## config.mk

```make
export PLATFORM = sky130hd
export DESIGN_NAME = laserdisc_vbi_frame_decoder
export DESIGN_NICKNAME = d
export VERILOG_FILES = /design/src/hw/rtl/lvbi_pkg.sv /design/src/hw/rtl/lvbi_field_dec.sv /design/src/hw/rtl/laserdisc_vbi_frame_decoder.sv
export SDC_FILE = /design/constraint.sdc
export NUM_CORES = 1
export LEC_CHECK = 0
export ABC_AREA = 1
export BUFFER_PORTS_ARGS = -buffer_cell sky130_fd_sc_hd__buf_2
export CAP_MARGIN = 20
export CELL_PAD_IN_SITES_DETAIL_PLACEMENT = 1
export CELL_PAD_IN_SITES_GLOBAL_PLACEMENT = 1
export CORE_MARGIN = 4
export CORE_UTILIZATION = 50
export CTS_BUF_LIST = sky130_fd_sc_hd__clkbuf_8
export CTS_CLUSTER_DIAMETER = 200
export DETAILED_ROUTE_END_ITERATION = 10
export PLACE_DENSITY_LB_ADDON = 0.1
export SYNTH_ARGS = -nofsm -noshare
export SYNTH_HDL_FRONTEND = slang
export SYNTH_SLANG_ARGS = --single-unit
```

## constraint.sdc

```tcl
create_clock -name clk -period 13.65 [get_ports clk]
set_input_delay 1.365 -clock clk [delete_from_list [all_inputs] [get_ports clk]]
set_output_delay 1.365 -clock clk [all_outputs]
set_load 0.03 [all_outputs]
```

## src/hw/rtl/lvbi_pkg.sv

```systemverilog
// Types, code constants and small lookup/BCD functions for the VBI frame decoder.
// No dependencies; used by every module of the block.
package lvbi_pkg;

    localparam int LINE_W    = 25;
    localparam int S_TDATA_W = 152;
    localparam int M_TDATA_W = 96;

    localparam logic [LINE_W-1:0] LINE_ABSENT = 25'h1FFFFFF;
    localparam logic [LINE_W-1:0] CODE_LEADIN = 25'h088FFFF;
    localparam logic [LINE_W-1:0] CODE_LEADOUT = 25'h080EEEE;
    localparam logic [LINE_W-1:0] CODE_STOP   = 25'h082CFFF;
    localparam logic [LINE_W-1:0] CODE_CLV    = 25'h087FFFF;
    localparam logic [23:0] MASK_CHAP  = 24'hF00FFF;
    localparam logic [23:0] CODE_CHAP  = 24'h800DDD;
    localparam logic [23:0] MASK_TIME  = 24'hF0FF00;
    localparam logic [23:0] CODE_TIME  = 24'hF0DD00;
    localparam logic [11:0] CODE_STAT_CX = 12'h8DC;
    localparam logic [11:0] CODE_STAT    = 12'h8BA;
    localparam logic [3:0]  NIB_PIC   = 4'hF;
    localparam logic [3:0]  NIB_EIGHT = 4'h8;
    localparam logic [3:0]  NIB_USER  = 4'hD;
    localparam logic [3:0]  NIB_CPIC  = 4'hE;
    localparam logic [3:0]  NIB_SEC_BASE = 4'hA;

    localparam logic [1:0] KIND_NONE = 2'd0;
    localparam logic [1:0] KIND_CAV  = 2'd1;
    localparam logic [1:0] KIND_CLV  = 2'd2;

    localparam logic [3:0] SND_FUTURE = 4'd2;

    localparam int FLG_LEADIN   = 0;
    localparam int FLG_LEADOUT  = 1;
    localparam int FLG_STOP     = 2;
    localparam int FLG_CX       = 3;
    localparam int FLG_SIZE12   = 4;
    localparam int FLG_SIDE1    = 5;
    localparam int FLG_TELETEXT = 6;
    localparam int FLG_DUMP     = 7;
    localparam int FLG_FM       = 8;
    localparam int FLG_DIGITAL  = 9;
    localparam int FLG_PARITY   = 10;
    localparam int FLG_COPY     = 11;
    localparam int FLG_STD      = 12;
    localparam int FLG_W        = 13;

    // decoded frame or field record; picture, chapter, time and CLV picture numbers use all ones for "none"
    typedef struct packed {
        logic [1:0]       kind;
        logic [17:0]      pic;
        logic [7:0]       chap;
        logic [4:0]       hr;
        logic [7:0]       mn;
        logic [6:0]       sec;
        logic [7:0]       cpic;
        logic [15:0]      user;
        logic             user_ok;
        logic [3:0]       snd;
        logic [3:0]       snd2;
        logic [FLG_W-1:0] flags;
    } rec_t;

    function automatic logic nib_ok(input logic [3:0] n);
        return n <= 4'd9;
    endfunction

    function automatic logic [6:0] bcd2(input logic [7:0] v);
        return 7'(v[7:4]) * 7'd10 + 7'(v[3:0]);
    endfunction

    function automatic logic [16:0] bcd5(input logic [18:0] v);
        return 17'(v[18:16]) * 17'd10000 + 17'(v[15:12]) * 17'd1000
             + 17'(v[11:8]) * 17'd100 + 17'(v[7:4]) * 17'd10 + 17'(v[3:0]);
    endfunction

    function automatic logic [3:0] audio_mode(input logic [3:0] a);
        logic [3:0] r;
        unique case (a)
            4'd0:  r = 4'd0;
            4'd1:  r = 4'd1;
            4'd2:  r = 4'd2;
            4'd3:  r = 4'd3;
            4'd4:  r = 4'd4;
            4'd5:  r = 4'd5;
            4'd6:  r = 4'd6;
            4'd7:  r = 4'd7;
            4'd8:  r = 4'd8;
            4'd9:  r = 4'd8;
            4'd10: r = 4'd2;
            4'd11: r = 4'd8;
            4'd12: r = 4'd9;
            4'd13: r = 4'd9;
            4'd14: r = 4'd10;
            default: r = 4'd10;
        endcase
        return r;
    endfunction

    function automatic logic [3:0] audio_mode_am2(input logic [3:0] a);
        logic [3:0] r;
        unique case (a)
            4'd0:    r = 4'd0;
            4'd1:    r = 4'd1;
            4'd3:    r = 4'd3;
            4'd8:    r = 4'd8;
            default: r = SND_FUTURE;
        endcase
        return r;
    endfunction

endpackage

```

## src/hw/rtl/lvbi_field_dec.sv

```systemverilog
// Decodes the line 16/17/18 VBI codes of one field into a record.
// Depends on lvbi_pkg.
module lvbi_field_dec (
    input  logic [lvbi_pkg::LINE_W-1:0] l16,
    input  logic [lvbi_pkg::LINE_W-1:0] l17,
    input  logic [lvbi_pkg::LINE_W-1:0] l18,
    output lvbi_pkg::rec_t              rec
);

    logic             absent;
    logic             pic17, pic18, chap17, chap18, time17, time18;
    logic             stop, clv_code, status, user_hit, cpic_hit;
    logic [3:0]       x1, x3, x4, x5, aud;
    logic             a41, a42, a43, a44, par;
    logic [lvbi_pkg::FLG_W-1:0] flags;
    lvbi_pkg::rec_t   r;

    assign absent = (l16 == lvbi_pkg::LINE_ABSENT) && (l17 == lvbi_pkg::LINE_ABSENT)
                 && (l18 == lvbi_pkg::LINE_ABSENT);

    assign pic17 = (l17[23:20] == lvbi_pkg::NIB_PIC) && lvbi_pkg::nib_ok(l17[15:12])
                && lvbi_pkg::nib_ok(l17[11:8]) && lvbi_pkg::nib_ok(l17[7:4])
                && lvbi_pkg::nib_ok(l17[3:0]);
    assign pic18 = (l18[23:20] == lvbi_pkg::NIB_PIC) && lvbi_pkg::nib_ok(l18[15:12])
                && lvbi_pkg::nib_ok(l18[11:8]) && lvbi_pkg::nib_ok(l18[7:4])
                && lvbi_pkg::nib_ok(l18[3:0]);

    assign chap17 = ((l17[23:0] & lvbi_pkg::MASK_CHAP) == lvbi_pkg::CODE_CHAP)
                 && lvbi_pkg::nib_ok(l17[15:12]);
    assign chap18 = ((l18[23:0] & lvbi_pkg::MASK_CHAP) == lvbi_pkg::CODE_CHAP)
                 && lvbi_pkg::nib_ok(l18[15:12]);

    assign time17 = ((l17[23:0] & lvbi_pkg::MASK_TIME) == lvbi_pkg::CODE_TIME)
                 && lvbi_pkg::nib_ok(l17[19:16]) && lvbi_pkg::nib_ok(l17[7:4])
                 && lvbi_pkg::nib_ok(l17[3:0]);
    assign time18 = ((l18[23:0] & lvbi_pkg::MASK_TIME) == lvbi_pkg::CODE_TIME)
                 && lvbi_pkg::nib_ok(l18[19:16]) && lvbi_pkg::nib_ok(l18[7:4])
                 && lvbi_pkg::nib_ok(l18[3:0]);

    assign stop     = (l16 == lvbi_pkg::CODE_STOP) || (l17 == lvbi_pkg::CODE_STOP);
    assign clv_code = (l17 == lvbi_pkg::CODE_CLV);
    assign status   = (l16[23:12] == lvbi_pkg::CODE_STAT_CX)
                   || (l16[23:12] == lvbi_pkg::CODE_STAT);

    assign x1 = l16[19:16];
    assign x3 = l16[11:8];
    assign x4 = l16[7:4];
    assign x5 = l16[3:0];

    assign user_hit = (l16[23:20] == lvbi_pkg::NIB_EIGHT) && (l16[15:12] == lvbi_pkg::NIB_USER);
    assign cpic_hit = (l16[23:20] == lvbi_pkg::NIB_EIGHT) && (l16[15:12] == lvbi_pkg::NIB_CPIC)
                   && (x1 >= lvbi_pkg::NIB_SEC_BASE) && lvbi_pkg::nib_ok(x3)
                   && lvbi_pkg::nib_ok(x4) && lvbi_pkg::nib_ok(x5);

    assign a41 = x4[3];
    assign a42 = x4[2];
    assign a43 = x4[1];
    assign a44 = x4[0];
    assign aud = {a41, x3[0], a43, a44};
    assign par = ((a41 ^ a42 ^ a44) == x5[3]) && ((a41 ^ a43 ^ a44) == x5[2])
              && ((a42 ^ a43 ^ a44) == x5[1]);

    always_comb
    begin
        flags = '0;
        flags[lvbi_pkg::FLG_LEADIN]  = (l17 == lvbi_pkg::CODE_LEADIN)
                                    || (l18 == lvbi_pkg::CODE_LEADIN);
        flags[lvbi_pkg::FLG_LEADOUT] = (l17 == lvbi_pkg::CODE_LEADOUT)
                                    || (l18 == lvbi_pkg::CODE_LEADOUT);
        flags[lvbi_pkg::FLG_STOP]    = stop;
        if (status)
        begin
            flags[lvbi_pkg::FLG_CX]       = (l16[23:12] == lvbi_pkg::CODE_STAT_CX);
            flags[lvbi_pkg::FLG_SIZE12]   = !x3[3];
            flags[lvbi_pkg::FLG_SIDE1]    = !x3[2];
            flags[lvbi_pkg::FLG_TELETEXT] = x3[1];
            flags[lvbi_pkg::FLG_DUMP]     = aud[3];
            flags[lvbi_pkg::FLG_FM]       = aud[2];
            flags[lvbi_pkg::FLG_DIGITAL]  = a42;
            flags[lvbi_pkg::FLG_PARITY]   = par;
            flags[lvbi_pkg::FLG_COPY]     = x3[0];
            flags[lvbi_pkg::FLG_STD]      = (x4 == 4'd0) || (x4 == 4'd1) || (x4 == 4'd3)
                                         || (x4 == 4'd8);
        end
    end

    always_comb
    begin
        r = '1;
        r.flags = flags;

        if (cpic_hit || time17 || time18 || clv_code)
            r.kind = lvbi_pkg::KIND_CLV;
        else if (pic17 || pic18 || stop)
            r.kind = lvbi_pkg::KIND_CAV;
        else
            r.kind = lvbi_pkg::KIND_NONE;

        if (cpic_hit)
            r.pic = '1;
        else if (pic18)
            r.pic = {1'b0, lvbi_pkg::bcd5(l18[18:0])};
        else if (pic17)
            r.pic = {1'b0, lvbi_pkg::bcd5(l17[18:0])};

        if (chap18)
            r.chap = {1'b0, lvbi_pkg::bcd2({1'b0, l18[18:12]})};
        else if (chap17)
            r.chap = {1'b0, lvbi_pkg::bcd2({1'b0, l17[18:12]})};

        if (time18)
        begin
            r.hr = {1'b0, l18[19:16]};
            r.mn = {1'b0, lvbi_pkg::bcd2(l18[7:0])};
        end
        else if (time17)
        begin
            r.hr = {1'b0, l17[19:16]};
            r.mn = {1'b0, lvbi_pkg::bcd2(l17[7:0])};
        end

        if (cpic_hit)
        begin
            r.cpic = {1'b0, lvbi_pkg::bcd2(l16[7:0])};
            r.sec  = 7'(3'(x1 - lvbi_pkg::NIB_SEC_BASE)) * 7'd10 + 7'(x3);
        end

        r.user_ok = user_hit;
        r.user    = user_hit ? {x1, l16[11:0]} : 16'd0;

        r.snd  = status ? lvbi_pkg::audio_mode(aud)    : lvbi_pkg::SND_FUTURE;
        r.snd2 = status ? lvbi_pkg::audio_mode_am2(x4) : lvbi_pkg::SND_FUTURE;

        if (absent)
        begin
            r         = '1;
            r.kind    = lvbi_pkg::KIND_NONE;
            r.user    = '0;
            r.user_ok = 1'b0;
            r.snd     = lvbi_pkg::SND_FUTURE;
            r.snd2    = lvbi_pkg::SND_FUTURE;
            r.flags   = '0;
        end
    end

    assign rec = r;

endmodule

```

## src/hw/rtl/laserdisc_vbi_frame_decoder.sv

```systemverilog
// Top level of the laserdisc VBI frame decoder: input register, two field
// decoders, merge and result register. Depends on lvbi_pkg and lvbi_field_dec.
//
//  channel  dir  beat contents
//  s_*      in   six 25-bit line codes (field 1 lines 16..18, field 2 lines 16..18)
//  m_*      out  merged frame record (kind, numbers, user code, sound modes, flags)
//
// One beat per cycle while s_tready is high.
// The decode sits between the input register and the result register.
// rst_n clears only the valid bits; payload registers are not reset.
// A stalled result holds in the result register while the input register can
// still take one more beat; s_tready drops only when both are full and m_tready is low.
module laserdisc_vbi_frame_decoder (
    input  logic                           clk,
    input  logic                           rst_n,
    input  logic                           s_tvalid,
    output logic                           s_tready,
    // [24:0] first_line16, [49:25] first_line17, [74:50] first_line18,
    // [99:75] second_line16, [124:100] second_line17, [149:125] second_line18, zero pad
    input  logic [lvbi_pkg::S_TDATA_W-1:0] s_tdata,
    output logic                           m_tvalid,
    input  logic                           m_tready,
    // [1:0] disc_kind, [19:2] picture_number, [27:20] chapter_number,
    // [32:28] clv_hours, [40:33] clv_minutes, [47:41] clv_seconds,
    // [55:48] clv_picture, [71:56] user_code, [72] user_code_valid,
    // [76:73] sound_mode, [80:77] sound_mode_am2, [93:81] flag_bits, zero pad
    output logic [lvbi_pkg::M_TDATA_W-1:0] m_tdata
);

    localparam int LW = lvbi_pkg::LINE_W;

    logic                           in_valid_reg, in_valid_next;
    logic [lvbi_pkg::S_TDATA_W-1:0] in_data_reg;
    logic                           out_valid_reg, out_valid_next;
    logic [lvbi_pkg::M_TDATA_W-1:0] out_data_reg, out_data_next;
    logic                           out_en, in_en;
    lvbi_pkg::rec_t                 rec_a, rec_b, rec_m;

    assign out_en   = !out_valid_reg || m_tready;
    assign in_en    = !in_valid_reg || out_en;
    assign s_tready = in_en;
    assign m_tvalid = out_valid_reg;
    assign m_tdata  = out_data_reg;

    lvbi_field_dec u_dec_a (
        .l16 (in_data_reg[LW-1:0]),
        .l17 (in_data_reg[2*LW-1:LW]),
        .l18 (in_data_reg[3*LW-1:2*LW]),
        .rec (rec_a)
    );

    lvbi_field_dec u_dec_b (
        .l16 (in_data_reg[4*LW-1:3*LW]),
        .l17 (in_data_reg[5*LW-1:4*LW]),
        .l18 (in_data_reg[6*LW-1:5*LW]),
        .rec (rec_b)
    );

    // first field wins unless unset; flags are ORed
    always_comb
    begin
        rec_m.kind  = (rec_a.kind != lvbi_pkg::KIND_NONE) ? rec_a.kind : rec_b.kind;
        rec_m.pic   = (rec_a.pic  != '1) ? rec_a.pic  : rec_b.pic;
        rec_m.chap  = (rec_a.chap != '1) ? rec_a.chap : rec_b.chap;
        rec_m.hr    = (rec_a.hr   != '1) ? rec_a.hr   : rec_b.hr;
        rec_m.mn    = (rec_a.mn   != '1) ? rec_a.mn   : rec_b.mn;
        rec_m.sec   = (rec_a.sec  != '1) ? rec_a.sec  : rec_b.sec;
        rec_m.cpic  = (rec_a.cpic != '1) ? rec_a.cpic : rec_b.cpic;
        rec_m.user_ok = rec_a.user_ok || rec_b.user_ok;
        rec_m.user  = rec_a.user_ok ? rec_a.user : rec_b.user;
        rec_m.snd   = (rec_a.snd  != lvbi_pkg::SND_FUTURE) ? rec_a.snd  : rec_b.snd;
        rec_m.snd2  = (rec_a.snd2 != lvbi_pkg::SND_FUTURE) ? rec_a.snd2 : rec_b.snd2;
        rec_m.flags = rec_a.flags | rec_b.flags;
    end

    always_comb
    begin
        out_data_next = {2'b00, rec_m.flags, rec_m.snd2, rec_m.snd, rec_m.user_ok,
                         rec_m.user, rec_m.cpic, rec_m.sec, rec_m.mn, rec_m.hr,
                         rec_m.chap, rec_m.pic, rec_m.kind};
        in_valid_next  = in_en ? s_tvalid : in_valid_reg;
        out_valid_next = out_en ? in_valid_reg : out_valid_reg;
    end

    always_ff @(posedge clk or negedge rst_n)
    begin
        if (!rst_n)
        begin
            in_valid_reg  <= 1'b0;
            out_valid_reg <= 1'b0;
        end
        else
        begin
            in_valid_reg  <= in_valid_next;
            out_valid_reg <= out_valid_next;
        end
    end

    always_ff @(posedge clk)
    begin
        if (s_tvalid && in_en)
            in_data_reg <= s_tdata;
        if (in_valid_reg && out_en)
            out_data_reg <= out_data_next;
    end

endmodule

```

==> Word-level counts from Yosys, hierarchy flattened <==
Memory sizes are Yosys's and may differ from the RTL's. A register that Yosys moved wholly into a read port is not among the register bits.
Cells that the tools add are included.
{ "totals": {"mem_count": 2, "mem_bits_ro": 128, "reg_bits": 246} }
{ "mem_list": {"columns": ["memory", "depth", "word_bits", "read_ports", "rd_ports_with_merged_regs", "wr", "line", "text"], "rows": [
  ["(name not given)", 16, 4, 1, 1, 0, "lvbi_pkg.sv:78", "unique case (a)"],
  ["(name not given)", 16, 4, 1, 1, 0, "lvbi_pkg.sv:78", null]
]} }
{ "classes": {"n_reduce_logical": 90, "addsub": 30, "eq_ne": 62, "bitwise_logic": 13, "mux": 44, "magnitude_cmp": 28, "mul": 28} }
{ "op_table": {"columns": ["cell", "count"], "rows": [
  ["equality test 25 x 24 -> 1 bit (second input constant)", 14],
  ["2-to-1 mux 94 bit", 2],
  ["equality test 25 bit (second input constant)", 6],
  ["2-to-1 mux 18 bit", 7],
  ["<= comparator 4 bit (second input constant)", 26],
  ["equality test 12 bit (second input constant)", 8],
  ["adder 7 x 4 -> 7 bit", 12],
  ["adder 17 x 11 -> 17 bit", 4],
  ["adder 17 x 14 -> 17 bit", 4],
  ["adder 17 x 4 -> 17 bit", 4],
  ["adder 17 x 8 -> 17 bit", 4],
  ["equality test 16 bit (second input constant)", 4],
  ["2-to-1 mux 8 bit", 7],
  ["logical AND 1 bit", 54],
  ["multiplier 3 x 10 -> 13 bit (second input constant)", 4],
  ["2-to-1 mux 13 bit", 4],
  ["equality test 4 bit (second input constant)", 12],
  ["2-to-1 mux 16 bit", 3],
  ["multiplier 4 x 7 -> 11 bit (second input constant)", 4],
  ["multiplier 3 x 3 -> 6 bit (second input constant)", 6],
  ["multiplier 4 x 3 -> 6 bit (second input constant)", 6],
  ["multiplier 4 x 5 -> 9 bit (second input constant)", 4],
  ["2-to-1 mux 4 bit", 8],
  ["one-hot mux 4 bit (4 select lines)", 2],
  ["23 further kinds", 86]
]} }

==> Logic depth before layout (Yosys ltp) <==
{ "logic_depth": {"word_depth": 13, "ltp_mapped": 26} }

==> Hierarchy <==
From an unflattened synthesis, not the netlist that was laid out.
{ "unflattened": {"hier_cells": 2975, "hier_area_um2": 24529.8} }
{ "by_module_without_submodules": {"columns": ["mod", "instances", "area_per_inst_um2", "cells_per_inst"], "rows": [
  ["laserdisc_vbi_frame_decoder", 1, 8740.9, 538],
  ["lvbi_field_dec (u_dec_a)", 1, 7955.1, 1219],
  ["lvbi_field_dec (u_dec_b)", 1, 7833.8, 1218]
]} }

==> Worst setup path after synthesis <==
Ideal clock, no wire load.
{ "synth_timing": {"path_kind": "input port to flip-flop", "startpoint": "input m_tready", "endpoint": "register out_data_reg, in the netlist m_tdata[0], enable pin", "setup_slack_ns": 7.227, "t_arrival_ns": 5.850, "setup_ns": 0.573, "path_stages": 2, "cell_sequence": "inv_1 -> a21oi_1"} }
{ "synth_between": {"elab_chain_cells": 2} }
{ "synth_lines": {"columns": ["item", "line", "text"], "rows": [
  ["start: declaration", "laserdisc_vbi_frame_decoder.sv:22", "input logic m_tready,"],
  ["logical OR 1 bit", "laserdisc_vbi_frame_decoder.sv:39", "assign out_en = !out_valid_reg || m_tready;"],
  ["logical AND 1 bit", "laserdisc_vbi_frame_decoder.sv:103", "if (in_valid_reg && out_en)"],
  ["end signal: assignment", "laserdisc_vbi_frame_decoder.sv:104", "out_data_reg <= out_data_next;"],
  ["end: declaration", "laserdisc_vbi_frame_decoder.sv:35", "logic [lvbi_pkg::M_TDATA_W-1:0] out_data_reg, out_data_next;"]
]} }
No other way between the ends.
A chain may end at the register's enable or synchronous reset.

==> Final worst setup path <==
{ "layout_timing": {"startpoint": "register in_data_reg[113] in the netlist's numbering", "endpoint": "register out_data_reg, in the netlist m_tdata[17], data pin"} }
{ "layout_between": {"elab_chain_cells": 10, "elab_cells_between_ends": 18, "classes_between": "add/sub (4); mul (1); order compare (1); eq/ne (1); mux (5); reduce/logical (6)"} }
{ "layout_lines": {"columns": ["item", "line", "text"], "rows": [
  ["start: declaration", "laserdisc_vbi_frame_decoder.sv:33", "logic [lvbi_pkg::S_TDATA_W-1:0] in_data_reg;"],
  ["start signal: assignment", "laserdisc_vbi_frame_decoder.sv:102", "in_data_reg <= s_tdata;"],
  ["multiplier 4 x 7 -> 11 bit or <= comparator 4 bit (tied branches)", "lvbi_pkg.sv:72, lvbi_pkg.sv:64", null],
  ["adder 17 x 14 -> 17 bit or logical AND 1 bit (tied branches)", "lvbi_pkg.sv:72, lvbi_field_dec.sv:21", null],
  ["adder 17 x 11 -> 17 bit or logical AND 1 bit (tied branches)", "lvbi_pkg.sv:73, lvbi_field_dec.sv:22", null],
  ["adder 17 x 8 -> 17 bit or logical AND 1 bit (tied branches)", "lvbi_pkg.sv:73, lvbi_field_dec.sv:22", null],
  ["adder 17 x 4 -> 17 bit or logical AND 1 bit (tied branches)", "lvbi_pkg.sv:73, lvbi_field_dec.sv:23", null],
  ["2-to-1 mux 18 bit", "lvbi_field_dec.sv:103", "else if (pic17)"],
  ["2-to-1 mux 18 bit", "lvbi_field_dec.sv:101", "else if (pic18)"],
  ["2-to-1 mux 18 bit", "lvbi_field_dec.sv:99", "if (cpic_hit)"],
  ["2-to-1 mux 94 bit (*)", "lvbi_field_dec.sv:134", "if (absent)"],
  ["2-to-1 mux 18 bit (*)", "laserdisc_vbi_frame_decoder.sv:63", "rec_m.pic = (rec_a.pic != '1) ? rec_a.pic : rec_b.pic;"],
  ["named net out_data_next (one bit)", "laserdisc_vbi_frame_decoder.sv:35", null]
]} }
Mark *: on every way through the listed nets, which the timed path passes. The rest lies on a longest branch.

==> summary.md <==
| Metric | Value |
|---|---|
| Most frequent cell after synthesis | nand2_1 |
| Area Growth Syn to Fin | 12.1% |
| Layout cell share with drive strength beyond 1 | 12.5% |
| Sequential share of the synthesized area | 31.4% |
| Top post-synthesis cells by area | edfxtp_1 (31%), ha_1 (18%), fa_1 (9.9%), nand2_1 (9.8%), inv_1 (7.6%) |
| Final nets | 3,711 |
| H-tree Lvls | 2 |
| Initial Utilization | 50.9% |
| Critical Path Start Type | flip-flop |
| Number of hold buffers added after cts | 0 |
| Clock sinks | 252 |
| M2 GR Usage | 55.5% |
| Ys Warns | 0 |
| Final min period | 5.61 ns |
| DRT iter0 DRCs | 1,241 |
| Final core area utilization | 57.1% |
| Met3 GRT Util | 4.46% |
| Avg WL per Cell | 21.9 um |
| HPWL Detailed | 66.7 mm |
| Final Hold Vio Count | 0 |
| Req. time, crit path | 14.04 ns |
| Max clock buf depth | 3 |
| Overall routing resource usage | 31.9% |
| Critical path class | flip-flop to flip-flop |
| First-pass DRT Iterations | 5 |
| Largest net degree at the start of global routing | 79 |
| DR DRC count | 0 |
| Cells after synthesis | 2,819 |
| Number of synthesized register bits | 252 |
| Most used DFF post-synth | edfxtp_1 |
| CTS Root Cell | clkbuf_8 |
| Placer Congestion | 0.981 |
| Filler cell count | 5,721 |
| Mux contribution to synthesized area | 0.0421% |
| Design Area, Final | 0.0267 mm2 |
| Final ANT Viol Nets | 0 |
| RSZ-0062 raised after global routing | false |
| Worst Hold Class | input pin to asynchronous set/reset pin |
| Max Slew Vio Count | 0 |
| Post-synth EDFFs | 242 |
| Crit. End Element | flip-flop |
| Vias in the first global route | 22,540 |
| Worst-Skew Late Latency | 0.66 ns |
| Setup TNS | 0 ns |
| Worst slew margin | 35.0% |
| Post-synthesis adder-cell area fraction | 27.6% |
| Post-synthesis xor/xnor area fraction | 3.72% |
| Synth Area in Compound Gates | 5.89% |
| Leakage | 13.1 nW |
| Final setup viols | 0 |
| Max-cap viol count | 0 |
| Power Dens Cells | 162 mW/mm2 |
| Most used routing layer | met2 |
| Initial antenna violation count | 5 |
| CP arrival | 6.00 ns |
| Core Region | 0.0468 mm2 |
| Vias post-DR | 21,005 |
| # rows | 79 |
| Top cells by count, synth | nand2_1 (622), inv_1 (484), ha_1 (337) |
| DR vias/cell | 5.60 |
| Final setup skew | 0.0339 ns |
| Die footprint | 0.0512 mm2 |
| Total grt overflow | 0 |
| Largest family of logic cells by synthesized area | adder cells |
| Global-route wire length before repair | 126 mm |
| Dominant cell type by area after synthesis | edfxtp_1 |
| WL final | 82.2 mm |
| Post-Syn Area per Cell | 8.44 um2 |
| Run status | finished, final reports clean |
| IO buf count | 248 |
| Post-DP Area | 0.0257 mm2 |
| Die Span Y | 226 um |
| FMAX | 0.178 GHz |
| Worst-path fanout max | 9 |
| Postcts setup bufs | 0 |
| Worst Tran Pin Value | 0.976 ns |
| Mapped cell area | 0.0238 mm2 |
| Unique cell type count in the Yosys netlist | 54 |
| Die width | 226 um |
| Cts bufs inserted | 46 |
| Top-area cell type share of the netlist area | 30.5% |
| I/O pin count | 254 |
| Peak supply drop | 102 uV |
| Met1 Use GR | 39.1% |
| Simple-gate share of the synthesized area | 22.7% |
| Largest register FFs | 150 |
| Period utilization | 41.1% |
| Clock-pin slew on the worst setup and hold paths | 0.06 ns |
| Cts repair resizes | 0 |
| CTS tree | yes |
| FFs w/ async S/R, synth | 0.794% |
[final timing paths]
path,from,end,slack [ns],depth (start not counted)
min in group clk,in_valid_reg,m_tvalid,0.54,2
hold reg to reg,in_valid_reg,m_tvalid,0.54,2
hold / removal,rst_n,m_tvalid,0.48,1
setup reg to reg,in_data_reg[113],m_tdata[17],8.04,22
setup / recovery,in_data_reg[113],m_tdata[17],8.04,22
max in group asynchronous,rst_n,in_valid_reg,13.06,1
[where the power goes]
| part | leakage, nW | switching (W) | internal [W] | total (W) |
|---|---|---|---|---|
| logic | 10.3 | 0.00166 | 0.000910 | 0.00257 |
| clock network | 0.550 | 0.000357 | 0.000410 | 0.000767 |
| registers | 2.27 | 0.0000751 | 0.000914 | 0.000989 |
| total | 13.1 | 0.00209 | 0.00223 | 0.00432 |
[logic make-up (layout without fill, tap and decap cells)]
kind of cell,after synthesis,in the layout
flops,252,252
fa+ha+maj,455,455
mux,1,1
other cells,1,8
simple gates,1230,1230
buf+inv,525,841
compound gates,254,254
xor+xnor,101,101
[cell usage in the layout, fill, tap and decap left out, types with 5 or more instances in the layout]
| cell type | n |
|---|---|
| nor4_1 | 17 |
| o211ai_1 | 9 |
| clkinv_1 | 5 |
| nand3b_1 | 11 |
| ha_1 | 337 |
| inv_2 | 16 |
| nand2_2 | 13 |
| diode_2 | 5 |
| nand4_1 | 56 |
| a21o_1 | 6 |
| fa_1 | 118 |
| o22ai_1 | 18 |
| o21ai_0 | 107 |
| dfxtp_1 | 8 |
| clkinv_2 | 5 |
| nand3_2 | 5 |
| inv_1 | 500 |
| nor2_2 | 9 |
| nor2_1 | 213 |
| a21oi_1 | 83 |
| o21a_1 | 5 |
| nor2_4 | 6 |
| clkbuf_8 | 52 |
| nand3_1 | 223 |
| nor3_1 | 28 |
| xor2_1 | 72 |
| or2_2 | 15 |
| nand2_1 | 622 |
| edfxtp_1 | 242 |
| buf_2 | 248 |
| xnor2_1 | 29 |
[per-stage QoR]
stage	setup WS, ns	cells	power (W)	hold WS, ns
floorplan	7.23	2821	0.00283	0.447
global placement	8.28	3658	0.00344	0.491
detailed placement	8.13	3658	0.00354	0.533
CTS	8.10	3743	0.00433	0.463
global route	7.67	3748	0.00473	0.459
finish	8.04	3749	0.00432	0.485
[per-layer routing]
| layer | vias to the layer above | wire length, um |
|---|---|---|
| met5 | - | 0 |
| met4 | 0 | 4420 |
| met3 | 209 | 4250 |
| met2 | 625 | 40800 |
| met1 | 10360 | 32700 |
| li1 | 9811 | - |
[critical path: stages (launching register included)]
cell and delay (ns):
edfxtp_1 0.62, fa_1 0.68, inv_1 0.11, fa_1 0.51
inv_1 0.05, ha_1 0.36, nand2_1 0.07, o21ai_0 0.36
xor2_1 0.19, inv_1 0.08, fa_1 0.48, ha_1 0.32
ha_1 0.36, a21oi_1 0.26, nand2_1 0.13, nand2_1 0.07
nand3_1 0.09, nand2_1 0.07, nand2_1 0.04, o21ai_0 0.19
nand2_1 0.15, nand2_1 0.11, nand2_1 0.07
[area by class of cell]
type	instances	area, um2	area share [%]
antenna	5	12.5	0.0469
clock buffer	52	716	2.68
clock inverter	33	239	0.895
inverter	503	1900	7.13
multi-input combinational	2044	14300	53.5
sequential	252	7480	28.0
tap	607	759	2.85
timing repair buffer	253	1290	4.84
(Power assumes the default switching activity.)
